$ cat config.mk
export PLATFORM = sky130hd
export DESIGN_NAME = enhanced_second_chance_replacer
export DESIGN_NICKNAME = d
export VERILOG_FILES = /design/src/design/esc_pkg.sv /design/src/design/enhanced_second_chance_replacer.sv /design/src/design/esc_useq.sv /design/src/design/esc_dp.sv
export SDC_FILE = /design/constraint.sdc
export NUM_CORES = 1
export LEC_CHECK = 0
export BUFFER_PORTS_ARGS = -buffer_cell sky130_fd_sc_hd__buf_2
export CAP_MARGIN = 20
export CORE_MARGIN = 3
export CORE_UTILIZATION = 55
export DETAILED_ROUTE_END_ITERATION = 16
export PLACE_DENSITY = 0.73
export SLEW_MARGIN = 30
export SYNTH_ARGS = -nofsm -noshare
export SYNTH_HDL_FRONTEND = slang
export SYNTH_SLANG_ARGS = --single-unit
$ cat constraint.sdc
create_clock -name clk -period 5.5 [get_ports clk]
set_input_delay 0 -clock clk [delete_from_list [all_inputs] [get_ports clk]]
set_output_delay 0 -clock clk [all_outputs]
set_load 0.03 [all_outputs]
$ cat src/design/esc_pkg.sv
// ----------------------------------------------------------------------------
// esc_pkg: shared types and microprogram for the second-chance replacer
// Holds the item structs, the control word format, the step addresses and the
// read-only microprogram that drives the replacer datapath.
// ----------------------------------------------------------------------------
package esc_pkg;

	localparam int PAGE_W  = 20;
	localparam int FRAME_W = 3;
	localparam int COUNT_W = 16;
	localparam int CFG_W   = 4;
	localparam int UPC_W   = 4;

	// Request item fields.
	typedef struct packed {
		logic [PAGE_W-1:0] vpage;
		logic              dirty;
	} esc_in_t;

	// Result item fields.
	typedef struct packed {
		logic               fault;
		logic [FRAME_W-1:0] frame;
		logic               evicted_valid;
		logic [PAGE_W-1:0]  evicted_page;
		logic               evicted_dirty;
		logic [COUNT_W-1:0] fault_count;
	} esc_out_t;

	// Microprogram step addresses.
	typedef enum logic [UPC_W-1:0] {
		U_IDLE  = 4'd0,
		U_HCHK  = 4'd1,
		U_HCMP  = 4'd2,
		U_HIT   = 4'd3,
		U_MISS  = 4'd4,
		U_FILL  = 4'd5,
		U_V00   = 4'd6,
		U_V01   = 4'd7,
		U_VRD   = 4'd8,
		U_VOUT  = 4'd9
	} upc_t;

	// Branch conditions tested by a step.
	typedef enum logic [2:0] {
		C_ALWAYS  = 3'd0,
		C_START   = 3'd1,
		C_HIT_END = 3'd2,
		C_MATCH   = 3'd3,
		C_ROOM    = 3'd4,
		C_CLS00   = 3'd5,
		C_CLS01   = 3'd6
	} cond_t;

	// Frame index counter operations.
	typedef enum logic [2:0] {
		I_HOLD = 3'd0,
		I_CLR  = 3'd1,
		I_INC  = 3'd2,
		I_FILL = 3'd3,
		I_WRAP = 3'd4
	} idx_op_t;

	// Datapath actions on the frame tables.
	typedef enum logic [2:0] {
		A_NONE   = 3'd0,
		A_HIT    = 3'd1,
		A_FILL   = 3'd2,
		A_EVICT  = 3'd3,
		A_CLRREF = 3'd4
	} act_t;

	// One control word: a taken and a not-taken half, plus a wrap target
	// used when the counter wraps on the not-taken path.
	typedef struct packed {
		cond_t   cond;
		upc_t    jt;
		upc_t    jf;
		upc_t    jw;
		idx_op_t idx_t;
		idx_op_t idx_f;
		act_t    act_t_op;
		act_t    act_f_op;
		logic    rd;
	} uword_t;

	// Status from the datapath to the sequencer.
	typedef struct packed {
		logic hit_end;
		logic match;
		logic room;
		logic cls00;
		logic cls01;
		logic last;
	} esc_flags_t;

	// Resolved control from the sequencer to the datapath.
	typedef struct packed {
		logic    accept;
		idx_op_t idx_op;
		act_t    act;
		logic    rd;
	} esc_ctrl_t;

	// The microprogram.
	function automatic uword_t ucode(input upc_t a);
		uword_t w;
		w = '{cond: C_ALWAYS, jt: U_IDLE, jf: U_IDLE, jw: U_IDLE,
		      idx_t: I_HOLD, idx_f: I_HOLD, act_t_op: A_NONE, act_f_op: A_NONE,
		      rd: 1'b0};
		unique case (a)
			U_IDLE: begin
				w.cond = C_START;  w.jt = U_HCHK; w.jf = U_IDLE; w.jw = U_IDLE;
				w.idx_t = I_CLR;
			end
			U_HCHK: begin
				w.cond = C_HIT_END; w.jt = U_MISS; w.jf = U_HCMP; w.jw = U_HCMP;
				w.rd = 1'b1;
			end
			U_HCMP: begin
				w.cond = C_MATCH;  w.jt = U_HIT;  w.jf = U_HCHK; w.jw = U_HCHK;
				w.idx_f = I_INC;
			end
			U_HIT: begin
				w.cond = C_ALWAYS; w.jt = U_IDLE;
				w.act_t_op = A_HIT;
			end
			U_MISS: begin
				w.cond = C_ROOM;   w.jt = U_FILL; w.jf = U_V00;  w.jw = U_V00;
				w.idx_t = I_FILL;  w.idx_f = I_CLR;
			end
			U_FILL: begin
				w.cond = C_ALWAYS; w.jt = U_IDLE;
				w.act_t_op = A_FILL;
			end
			U_V00: begin
				w.cond = C_CLS00;  w.jt = U_VRD;  w.jf = U_V00;  w.jw = U_V01;
				w.idx_f = I_WRAP;
			end
			U_V01: begin
				w.cond = C_CLS01;  w.jt = U_VRD;  w.jf = U_V01;  w.jw = U_V00;
				w.idx_f = I_WRAP;  w.act_f_op = A_CLRREF;
			end
			U_VRD: begin
				w.cond = C_ALWAYS; w.jt = U_VOUT;
				w.rd = 1'b1;
			end
			U_VOUT: begin
				w.cond = C_ALWAYS; w.jt = U_IDLE;
				w.act_t_op = A_EVICT;
			end
			default: begin
				w.cond = C_ALWAYS; w.jt = U_IDLE;
			end
		endcase
		return w;
	endfunction

endpackage

$ cat src/design/enhanced_second_chance_replacer.sv
// ----------------------------------------------------------------------------
// enhanced_second_chance_replacer: microcoded page replacement unit
// Looks up a page reference among the managed frames and, on a fault, fills a
// free frame or picks a victim by the enhanced second-chance classes.
// ----------------------------------------------------------------------------
//
//  Channel   Signals                 Handshake
//  request   start, busy, request    taken when start is high and busy is low
//  result    done, result            shown for one cycle, cannot be held off
//  config    cfg_we, cfg_wdata       written on any edge with cfg_we high
//
// One item is in flight at a time. A hit steps through the HCHK and HCMP
// steps for each frame up to the match, around the registered page read; a
// fill or eviction first scans every resident frame. Victim scans take one
// frame per cycle. The receiver cannot stall. Reset clears the frame bits,
// the index, fill and fault counters and sets the frame count to 8; page
// memory is not cleared.
module enhanced_second_chance_replacer #(
	parameter int FRAMES    = 8,
	parameter int PAGE_BITS = 20
) (
	input  logic                      clk,
	input  logic                      arst_n,
	input  logic                      start,
	output logic                      busy,
	input  esc_pkg::esc_in_t          request,
	output logic                      done,
	output esc_pkg::esc_out_t         result,
	input  logic                      cfg_we,
	input  logic [esc_pkg::CFG_W-1:0] cfg_wdata
);
	import esc_pkg::*;

	esc_flags_t flags;
	esc_ctrl_t  ctrl;

	// Microprogram sequencer.
	esc_useq u_useq (
		.clk    (clk),
		.arst_n (arst_n),
		.start  (start),
		.flags  (flags),
		.ctrl   (ctrl),
		.busy   (busy)
	);

	// Frame tables and counters.
	esc_dp #(
		.FRAMES    (FRAMES),
		.PAGE_BITS (PAGE_BITS)
	) u_dp (
		.clk       (clk),
		.arst_n    (arst_n),
		.ctrl      (ctrl),
		.cfg_we    (cfg_we),
		.cfg_wdata (cfg_wdata),
		.request   (request),
		.flags     (flags),
		.done      (done),
		.result    (result)
	);

endmodule

$ cat src/design/esc_useq.sv
// ----------------------------------------------------------------------------
// esc_useq: microprogram sequencer
// Step counter, control word fetch and conditional next-step selection.
// ----------------------------------------------------------------------------
module esc_useq (
	input  logic               clk,
	input  logic               arst_n,
	input  logic               start,
	input  esc_pkg::esc_flags_t flags,
	output esc_pkg::esc_ctrl_t  ctrl,
	output logic               busy
);
	import esc_pkg::*;

	upc_t   upc_q;
	upc_t   upc_next;
	uword_t uw;
	logic   idle;
	logic   taken;

	assign uw   = ucode(upc_q);
	assign idle = (upc_q == U_IDLE);
	assign busy = !idle;

	// Evaluate the branch condition of the current step.
	always_comb begin
		unique case (uw.cond)
			C_ALWAYS:  taken = 1'b1;
			C_START:   taken = start && idle;
			C_HIT_END: taken = flags.hit_end;
			C_MATCH:   taken = flags.match;
			C_ROOM:    taken = flags.room;
			C_CLS00:   taken = flags.cls00;
			C_CLS01:   taken = flags.cls01;
			default:   taken = 1'b0;
		endcase
	end

	// Resolve the datapath controls for the chosen branch.
	always_comb begin
		ctrl.accept = start && idle;
		ctrl.idx_op = taken ? uw.idx_t : uw.idx_f;
		ctrl.act    = taken ? uw.act_t_op : uw.act_f_op;
		ctrl.rd     = uw.rd;
	end

	// Next step: taken target, wrap target when the scan wraps, else fall.
	always_comb begin
		priority if (taken) begin
			upc_next = uw.jt;
		end else if (uw.idx_f == I_WRAP && flags.last) begin
			upc_next = uw.jw;
		end else begin
			upc_next = uw.jf;
		end
	end

	always_ff @(posedge clk or negedge arst_n) begin
		if (!arst_n) begin
			upc_q <= U_IDLE;
		end else begin
			upc_q <= upc_next;
		end
	end

endmodule

$ cat src/design/esc_dp.sv
// ----------------------------------------------------------------------------
// esc_dp: replacer datapath
// Frame page memory, reference and modify bits, frame index counter, fill and
// fault counters, and the result register.
// ----------------------------------------------------------------------------
module esc_dp #(
	parameter int FRAMES    = 8,
	parameter int PAGE_BITS = 20
) (
	input  logic                      clk,
	input  logic                      arst_n,
	input  esc_pkg::esc_ctrl_t        ctrl,
	input  logic                      cfg_we,
	input  logic [esc_pkg::CFG_W-1:0] cfg_wdata,
	input  esc_pkg::esc_in_t          request,
	output esc_pkg::esc_flags_t       flags,
	output logic                      done,
	output esc_pkg::esc_out_t         result
);
	import esc_pkg::*;

	localparam int IW = $clog2(FRAMES);
	localparam int CW = $clog2(FRAMES + 1);

	logic [PAGE_BITS-1:0] page_mem [FRAMES];
	logic [PAGE_BITS-1:0] rdata_q;
	logic [PAGE_BITS-1:0] page_q;
	logic                 dirty_q;
	logic [FRAMES-1:0]    ref_q;
	logic [FRAMES-1:0]    mod_q;
	logic [CW-1:0]        idx_q;
	logic [CW-1:0]        filled_q;
	logic [CFG_W-1:0]     frames_q;
	logic [COUNT_W-1:0]   fcnt_q;
	logic [COUNT_W-1:0]   fcnt_inc;
	logic                 done_q;
	esc_out_t             result_q;
	logic [IW-1:0]        ix;
	logic [CW-1:0]        n;
	logic [CW-1:0]        resident;
	logic                 wr;

	assign ix       = idx_q[IW-1:0];
	assign wr       = (ctrl.act == A_FILL) || (ctrl.act == A_EVICT);
	assign fcnt_inc = (&fcnt_q) ? fcnt_q : fcnt_q + COUNT_W'(1);

	// Effective frame count: zero acts as one, large values clamp to FRAMES.
	always_comb begin
		priority if (frames_q == '0) begin
			n = CW'(1);
		end else if (32'(frames_q) > FRAMES) begin
			n = CW'(FRAMES);
		end else begin
			n = CW'(frames_q);
		end
	end

	assign resident = (filled_q < n) ? filled_q : n;

	// Status for the sequencer.
	always_comb begin
		flags.hit_end = (idx_q == resident);
		flags.match   = (rdata_q == page_q);
		flags.room    = (filled_q < n);
		flags.cls00   = !ref_q[ix] && !mod_q[ix];
		flags.cls01   = !ref_q[ix] && mod_q[ix];
		flags.last    = (idx_q == n - CW'(1));
	end

	// Frame page memory with registered read.
	always_ff @(posedge clk) begin
		if (wr) begin
			page_mem[ix] <= page_q;
		end
		if (ctrl.rd) begin
			rdata_q <= page_mem[ix];
		end
	end

	// Request capture.
	always_ff @(posedge clk) begin
		if (ctrl.accept) begin
			page_q  <= PAGE_BITS'(request.vpage);
			dirty_q <= request.dirty;
		end
	end

	// Configuration register.
	always_ff @(posedge clk or negedge arst_n) begin
		if (!arst_n) begin
			frames_q <= CFG_W'(8);
		end else if (cfg_we) begin
			frames_q <= cfg_wdata;
		end
	end

	// Frame index counter.
	always_ff @(posedge clk or negedge arst_n) begin
		if (!arst_n) begin
			idx_q <= '0;
		end else begin
			unique case (ctrl.idx_op)
				I_HOLD:  idx_q <= idx_q;
				I_CLR:   idx_q <= '0;
				I_INC:   idx_q <= idx_q + CW'(1);
				I_FILL:  idx_q <= filled_q;
				I_WRAP:  idx_q <= flags.last ? '0 : idx_q + CW'(1);
				default: idx_q <= idx_q;
			endcase
		end
	end

	// Reference and modify bits, fill and fault counters.
	always_ff @(posedge clk or negedge arst_n) begin
		if (!arst_n) begin
			ref_q    <= '0;
			mod_q    <= '0;
			filled_q <= '0;
			fcnt_q   <= '0;
		end else begin
			unique case (ctrl.act)
				A_HIT: begin
					ref_q[ix] <= 1'b1;
					mod_q[ix] <= mod_q[ix] | dirty_q;
				end
				A_FILL: begin
					ref_q[ix] <= 1'b1;
					mod_q[ix] <= dirty_q;
					filled_q  <= filled_q + CW'(1);
					fcnt_q    <= fcnt_inc;
				end
				A_EVICT: begin
					ref_q[ix] <= 1'b1;
					mod_q[ix] <= dirty_q;
					fcnt_q    <= fcnt_inc;
				end
				A_CLRREF: begin
					ref_q[ix] <= 1'b0;
				end
				default: begin
				end
			endcase
		end
	end

	// Result strobe.
	always_ff @(posedge clk or negedge arst_n) begin
		if (!arst_n) begin
			done_q <= 1'b0;
		end else begin
			done_q <= (ctrl.act == A_HIT) || wr;
		end
	end

	// Result item register.
	always_ff @(posedge clk) begin
		if (ctrl.act == A_HIT || wr) begin
			result_q.fault         <= wr;
			result_q.frame         <= FRAME_W'(idx_q);
			result_q.evicted_valid <= (ctrl.act == A_EVICT);
			result_q.evicted_page  <= (ctrl.act == A_EVICT) ? PAGE_W'(rdata_q) : '0;
			result_q.evicted_dirty <= (ctrl.act == A_EVICT) && mod_q[ix];
			result_q.fault_count   <= wr ? fcnt_inc : fcnt_q;
		end
	end

	assign done   = done_q;
	assign result = result_q;

endmodule

* Yosys cells after proc, flatten, opt, wreduce, memory -nomap -nowiden
Memories as Yosys holds them, arrays and structs flattened. A register that Yosys moved wholly into a read port is not among the register bits.
Index checks and enable logic that the tools add are counted.
W data, S select, Z words.
** Storage, ports and cells
- Bits in writable memories :: 160
- Register bits :: 112
- Memories :: 1
- Output and inout port bits :: 44
- Bits of input ports :: 29
- Logic and storage cells :: 109
** Operators by class
- Order comparisons :: 4
- Reductions and logical operators :: 22
- Mux-type cells :: 31
- $add $sub $neg :: 4
- Bitwise operators :: 4
- Eq/ne operators :: 27
** Memory list
- u_dp.page_mem :: words 8, width 20, rd ports 1, clocked after Yosys merged registers in 1, write ports 1, line esc_dp.sv:25 : logic [PAGE_BITS-1:0] page_mem [FRAMES];
** Operator list (count)
- $pmux W7 S7 :: 1
- $pmux W7 S5 :: 1
- $mux W16 :: 2
- $pmux W8 S2 :: 2
- $mux W4 :: 6
- $eq A20 B20 Y1 :: 1
- $eq A3 B2 Y1 const B :: 6
- $eq A3 B3 Y1 const B :: 6
- $add A16 B1 Y16 const B :: 1
- $bwmux W8 :: 2
- $eq A4 B3 Y1 const B :: 4
- $pmux W4 S4 :: 1
- $reduce_and A16 Y1 :: 1
- $eq A3 B1 Y1 const B :: 3
- $mux W3 :: 3
- $pmux W3 S3 :: 1
- $add A4 B1 Y4 const B :: 2
- $and A8 B8 Y8 :: 1
- $eq A4 B2 Y1 const B :: 2
- $eq A4 B4 Y1 :: 2
- $eq A4 B4 Y1 const B :: 2
- $logic_not A4 Y1 :: 2
- $not A8 Y8 :: 1
- $or A8 B8 Y8 :: 1
- other kinds (21) :: 38

* Longest topological paths before layout
- Depth in word-level cells :: 12
- Mapped depth :: 12
- Mapped depth without buffers :: 11

* Modules after synthesis
A second synthesis with hierarchy kept.
** Second synthesis, totals
- Cells, all modules :: 789
- Area, all modules :: 12081.6 µm²
** Modules (own cells, without submodules)
- esc_dp :: seq. area each 8424.3 µm², instances 1, cells each 726, area each 11596.1 µm²
- esc_useq :: seq. area each 100.1 µm², instances 1, cells each 63, area each 485.5 µm²

* Least setup slack after synthesis
Ideal clock, no wire load.
- Path type :: reg-to-reg
- From :: reg u_useq.upc_q[2]
- To :: reg u_dp.mod_q[7]
- Stages on the path, launching flop included :: 8
- Path slack :: 2352 ps
- Arrival time :: 3023 ps
- Path buffers :: 2
- Library setup time :: 125 ps
- Required time :: 5375 ps
- Clock period less this slack :: 3148 ps
- Path through :: dfrtp_1 clkbuf_1 xor2_1 o21ai_0 nor2_1 clkbuf_1 nand2_1 mux2_2
** On the way
- Word-level cells in the longest chain between the ends :: 8
- Elaborated cells on any way between the ends :: 29
- Those cells by class :: 18 x eq/ne; 6 x mux; 5 x reduce/logical
** RTL lines
- from (decl) :: line esc_useq.sv:15 : upc_t upc_q;
- from (signal assigned) :: line esc_useq.sv:62 : upc_q <= upc_next;
- $eq A4 B4 Y1, or another cell as far along :: line esc_pkg.sv:111 : unique case (a)
- $pmux W7 S7 :: line esc_pkg.sv:111
- $eq A3 B3 Y1, or another cell as far along :: line esc_useq.sv:27 : unique case (uw.cond)
- $pmux W1 S7 :: line esc_useq.sv:27
- $mux W3 * :: line esc_useq.sv:43 : ctrl.act = taken ? uw.act_t_op : uw.act_f_op;
- $eq A3 B2 Y1 :: line esc_dp.sv:121 : unique case (ctrl.act)
- $reduce_or A2 Y1 (no source line)
- $pmux W8 S2 or $reduce_bool A2 Y1 (tied branches)
- to (signal, indexed assignment) :: line esc_dp.sv:124 : mod_q[ix] <= mod_q[ix] | dirty_q;
- to (signal, indexed assignment) :: line esc_dp.sv:128 : mod_q[ix] <= dirty_q;
- to (signal, indexed assignment) :: line esc_dp.sv:134 : mod_q[ix] <= dirty_q;
- to (decl) :: line esc_dp.sv:30 : logic [FRAMES-1:0] mod_q;
Every way passes the cells marked *; elsewhere a longest branch is shown, timed or not.
A chain may end at the register's enable or synchronous reset.

* Final worst setup path
- From :: reg u_dp.frames_q[3]
- To :: reg u_dp.idx_q[0]
** On the way
- Word-level cells in the longest chain between the ends :: 10
- Elaborated cells on any way between the ends :: 18
- Those cells by class :: 1 x add/sub; 2 x order compare; 6 x eq/ne; 7 x mux; 2 x reduce/logical
** RTL lines
- from (decl) :: line esc_dp.sv:33 : logic [CFG_W-1:0] frames_q;
- from (signal assigned) :: line esc_dp.sv:93 : frames_q <= cfg_wdata;
- $gt A4 B4 Y1 :: line esc_dp.sv:51 : end else if (32'(frames_q) > FRAMES) begin
- $mux W4 :: line esc_dp.sv:51
- $mux W4 * :: line esc_dp.sv:49 : priority if (frames_q == '0) begin
- $lt A4 B4 Y1 :: line esc_dp.sv:58, esc_dp.sv:64
- $mux W4 :: line esc_dp.sv:58 : assign resident = (filled_q < n) ? filled_q : n;
- $eq A4 B4 Y1 :: line esc_dp.sv:62 : flags.hit_end = (idx_q == resident);
- $pmux W1 S7 :: line esc_useq.sv:27
- $mux W3 :: line esc_useq.sv:42 : ctrl.idx_op = taken ? uw.idx_t : uw.idx_f;
- $eq A3 B3 Y1, or another cell as far along :: line esc_dp.sv:102 : unique case (ctrl.idx_op)
- $pmux W4 S4 or $reduce_bool A4 Y1 (tied branches)
- to (signal assigned) :: line esc_dp.sv:103 : I_HOLD: idx_q <= idx_q;
- to (signal assigned) :: line esc_dp.sv:105 : I_INC: idx_q <= idx_q + CW'(1);
- to (signal assigned) :: line esc_dp.sv:106 : I_FILL: idx_q <= filled_q;
- to (decl) :: line esc_dp.sv:31 : logic [CW-1:0] idx_q;
Marked as above.

==> run metrics <==
I/O Pins=73; final count of negative-setup-slack endpoints=0; PD cells=506 mW/mm^2; endpoints failing hold=0; Worst VDD drop=334 uV; fin crit period=3170 ps; Worst Path Arrival=3600 ps; Mapped Cells=723; hpwl dp=14.9 mm; post-CTS setup buffer count=0; H-Tree Level Count=1; Hold Path Class=input pin to asynchronous set/reset pin; run status=complete, no violations; FP Rows=52; nets@finish=874; die height=151 um; library cells used by synthesis=64; RSZ-0062 raised after global routing=false; GR Util All Layers=22.9%; Syn. warnings=0; first-pass GRT wire length=39.5 mm; area grow syn2layout=17.9%; Synth area leader=edfxtp_1; average cell area after synthesis=15.9 um^2; CTS tree=yes; Clock Latency Late Sink=550 ps; Initial Util=56.4%; final hold slack=29.9 ps; Worst EP required=5940 ps; Critical Path End Type=flop; Net Count, Synth=759; Port Buffers=72; Worst Clk Skew=6.46 ps; CP Launch Type=flop; crit-path max FO=14; die width=151 um; Fmax=316 MHz; Fin Setup TNS=0 ps; EDFF count, synth=243; CTS max path bufs=3; Root Driver=clkbuf_16; share of layout cells above drive strength 1=20.3%; #FFs+latches synth=292; max-cap viol count=0; asr flop ratio synth=16.8%; final core occ=66.5%; Routed WL per cell=22.6 um; Area contributors post-synth=edfxtp_1 64%, dfrtp_1 10%, a22oi_1 5.3%; fin cells=1131; placed cell count=1046; Crit Path Class=flop to flop; Final Routed Wirelength=25.5 mm; ANT nets after route=0; CTS sink cnt=292; top-area cell type share of the netlist area=63.5%; initial antenna violation count=0; vias in the first global route=6944; routed vias=6842; Clock transition at path regs=60 ps; First-pass DRT Iterations=5; Final Max Slew Viols=0; sequential share of the synthesized area=74.2%; leakage=0.00482 uW; DRC violations left=0; antenna cell count=0; period utilisation layout=57.6%; Mapped Area=0.0115 mm^2; routed vias/inst=6.05; largest net degree at the start of global routing=50; grt total ovfl=0; top_reg_cell synth=edfxtp_1; # fillers=1354; DRC violation total after the first TritonRoute iteration=597; TritonCTS Buffers=29; placer congestion estimate=0.807; Slew @ Worst Pin=794 ps; Placeable Area=0.0204 mm^2; Max transition margin=47.0%; Die ar.=0.0227 mm^2
## Yosys cell counts (4+ instances only)
| library cell | instances |
|---|---|
| edfxtp_1 | 243 |
| a22oi_1 | 81 |
| dfrtp_1 | 48 |
| nand4_1 | 42 |
| nand2_1 | 30 |
| clkbuf_1 | 28 |
| xnor2_1 | 26 |
| and2_1 | 25 |
| nor2_1 | 19 |
| xor2_1 | 18 |
| mux2_2 | 14 |
| nor2b_1 | 12 |
| inv_1 | 10 |
| nand3_1 | 10 |
| nor3_1 | 10 |
| a22o_1 | 8 |
| and3_1 | 8 |
| a21oi_1 | 7 |
| ha_1 | 7 |
| o21ai_0 | 7 |
| mux2i_1 | 6 |
| nand2b_1 | 4 |
## logic make-up after synthesis
family | count (synthesis) | share of synthesized area (%)
compound gates | 137 | 9.13
xor+xnor | 44 | 3.36
fa+ha+maj | 7 | 0.763
buf+inv | 48 | 1.80
flops | 292 | 74.2
mux | 21 | 2.03
simple gates | 174 | 8.70
## worst max-delay path: stages (launching register included)
cell	delay [ps]
dfstp_2	600
inv_1	90
ha_1	330
a2111oi_2	360
nor3b_4	330
nor2_2	90
nor4_2	360
nand4b_4	280
nor2b_4	100
a211o_1	290
a31o_1	200
## report_power, final
part | switching, uW | total [uW] | leakage [uW] | internal, uW
logic | 1060 | 1640 | 0.00146 | 573
clock network | 812 | 2080 | 0.000494 | 1270
registers | 288 | 3130 | 0.00286 | 2840
## registers in the layout (all words and copies together), names as in the netlist, 4 cells and up, named ones only
name and cells:
u_dp.fcnt_q 16, u_dp.filled_q 4, u_dp.frames_q 4, u_dp.idx_q 4, u_dp.mod_q 8, u_dp.page_mem 160
u_dp.page_q 20, u_dp.rdata_q 20, u_dp.result 42, u_useq.upc_q 4
## routing by layer
metal	global-route usage [%]	vias up	wire length (um)
met5	0	-	0
met4	7.41	0	726
met3	4.30	59	1800
met2	37.9	304	12600
met1	31.1	3421	10400
li1	-	3058	-
## cell type report
type	instances	area [um^2]	share of cell area [%]
Timing Repair Buffer	121	808	5.97
Sequential cell	292	8520	62.9
Inverter	11	41.3	0.305
Multi-Input combinational cell	383	2820	20.8
Clock inverter	18	251	1.86
Tap cell	270	338	2.49
Clock buffer	36	762	5.63
## layout by cell type (no fill, tap or decap), types with 6 or more instances in the layout
cell type	count
a21oi_1	7
a22o_1	8
a22oi_1	81
and2_1	25
and3_1	8
buf_2	71
buf_4	19
bufinv_16	6
clkbuf_1	6
clkbuf_16	29
dfrtp_1	48
dlygate4sd3_1	31
edfxtp_1	243
ha_1	7
inv_1	10
mux2_2	14
mux2i_1	6
nand2_1	30
nand3_1	10
nand4_1	42
nor2_1	17
nor2b_1	7
o21ai_0	7
xnor2_1	26
xor2_1	18
## repair_timing
item / 4_1_cts / 5_1_grt
resized for setup: 0 / 0
hold endpoints to repair: 74 / 0
hold buffers: 31 / 0
## final timing paths
kind / slack [ps] / cells past startpoint / startpoint / to
max: 2330 / 10 / u_dp.frames_q[3] / u_dp.idx_q[0]
min: 30 / 2 / arst_n / u_dp.mod_q[4]
max reg2reg: 2330 / 10 / u_dp.frames_q[3] / u_dp.idx_q[0]
min reg2reg: 500 / 1 / flop / flop
max in group asynchronous: 5050 / 2 / arst_n / u_dp.fcnt_q[4]
min in group clk: 100 / 5 / start / u_useq.upc_q[2]
## through the flow
| stage | total power [uW] | area, um^2 | worst slack (ps) |
|---|---|---|---|
| floorplan | 4220 | 11500 | 2350 |
| global placement | 4720 | 12200 | 2400 |
| detailed placement | 4780 | 12200 | 2360 |
| CTS | 6880 | 13500 | 2330 |
| global route | 7160 | 13500 | 2050 |
| finish | 6850 | 13500 | 2330 |
Power figures use the tool's default switching activity.
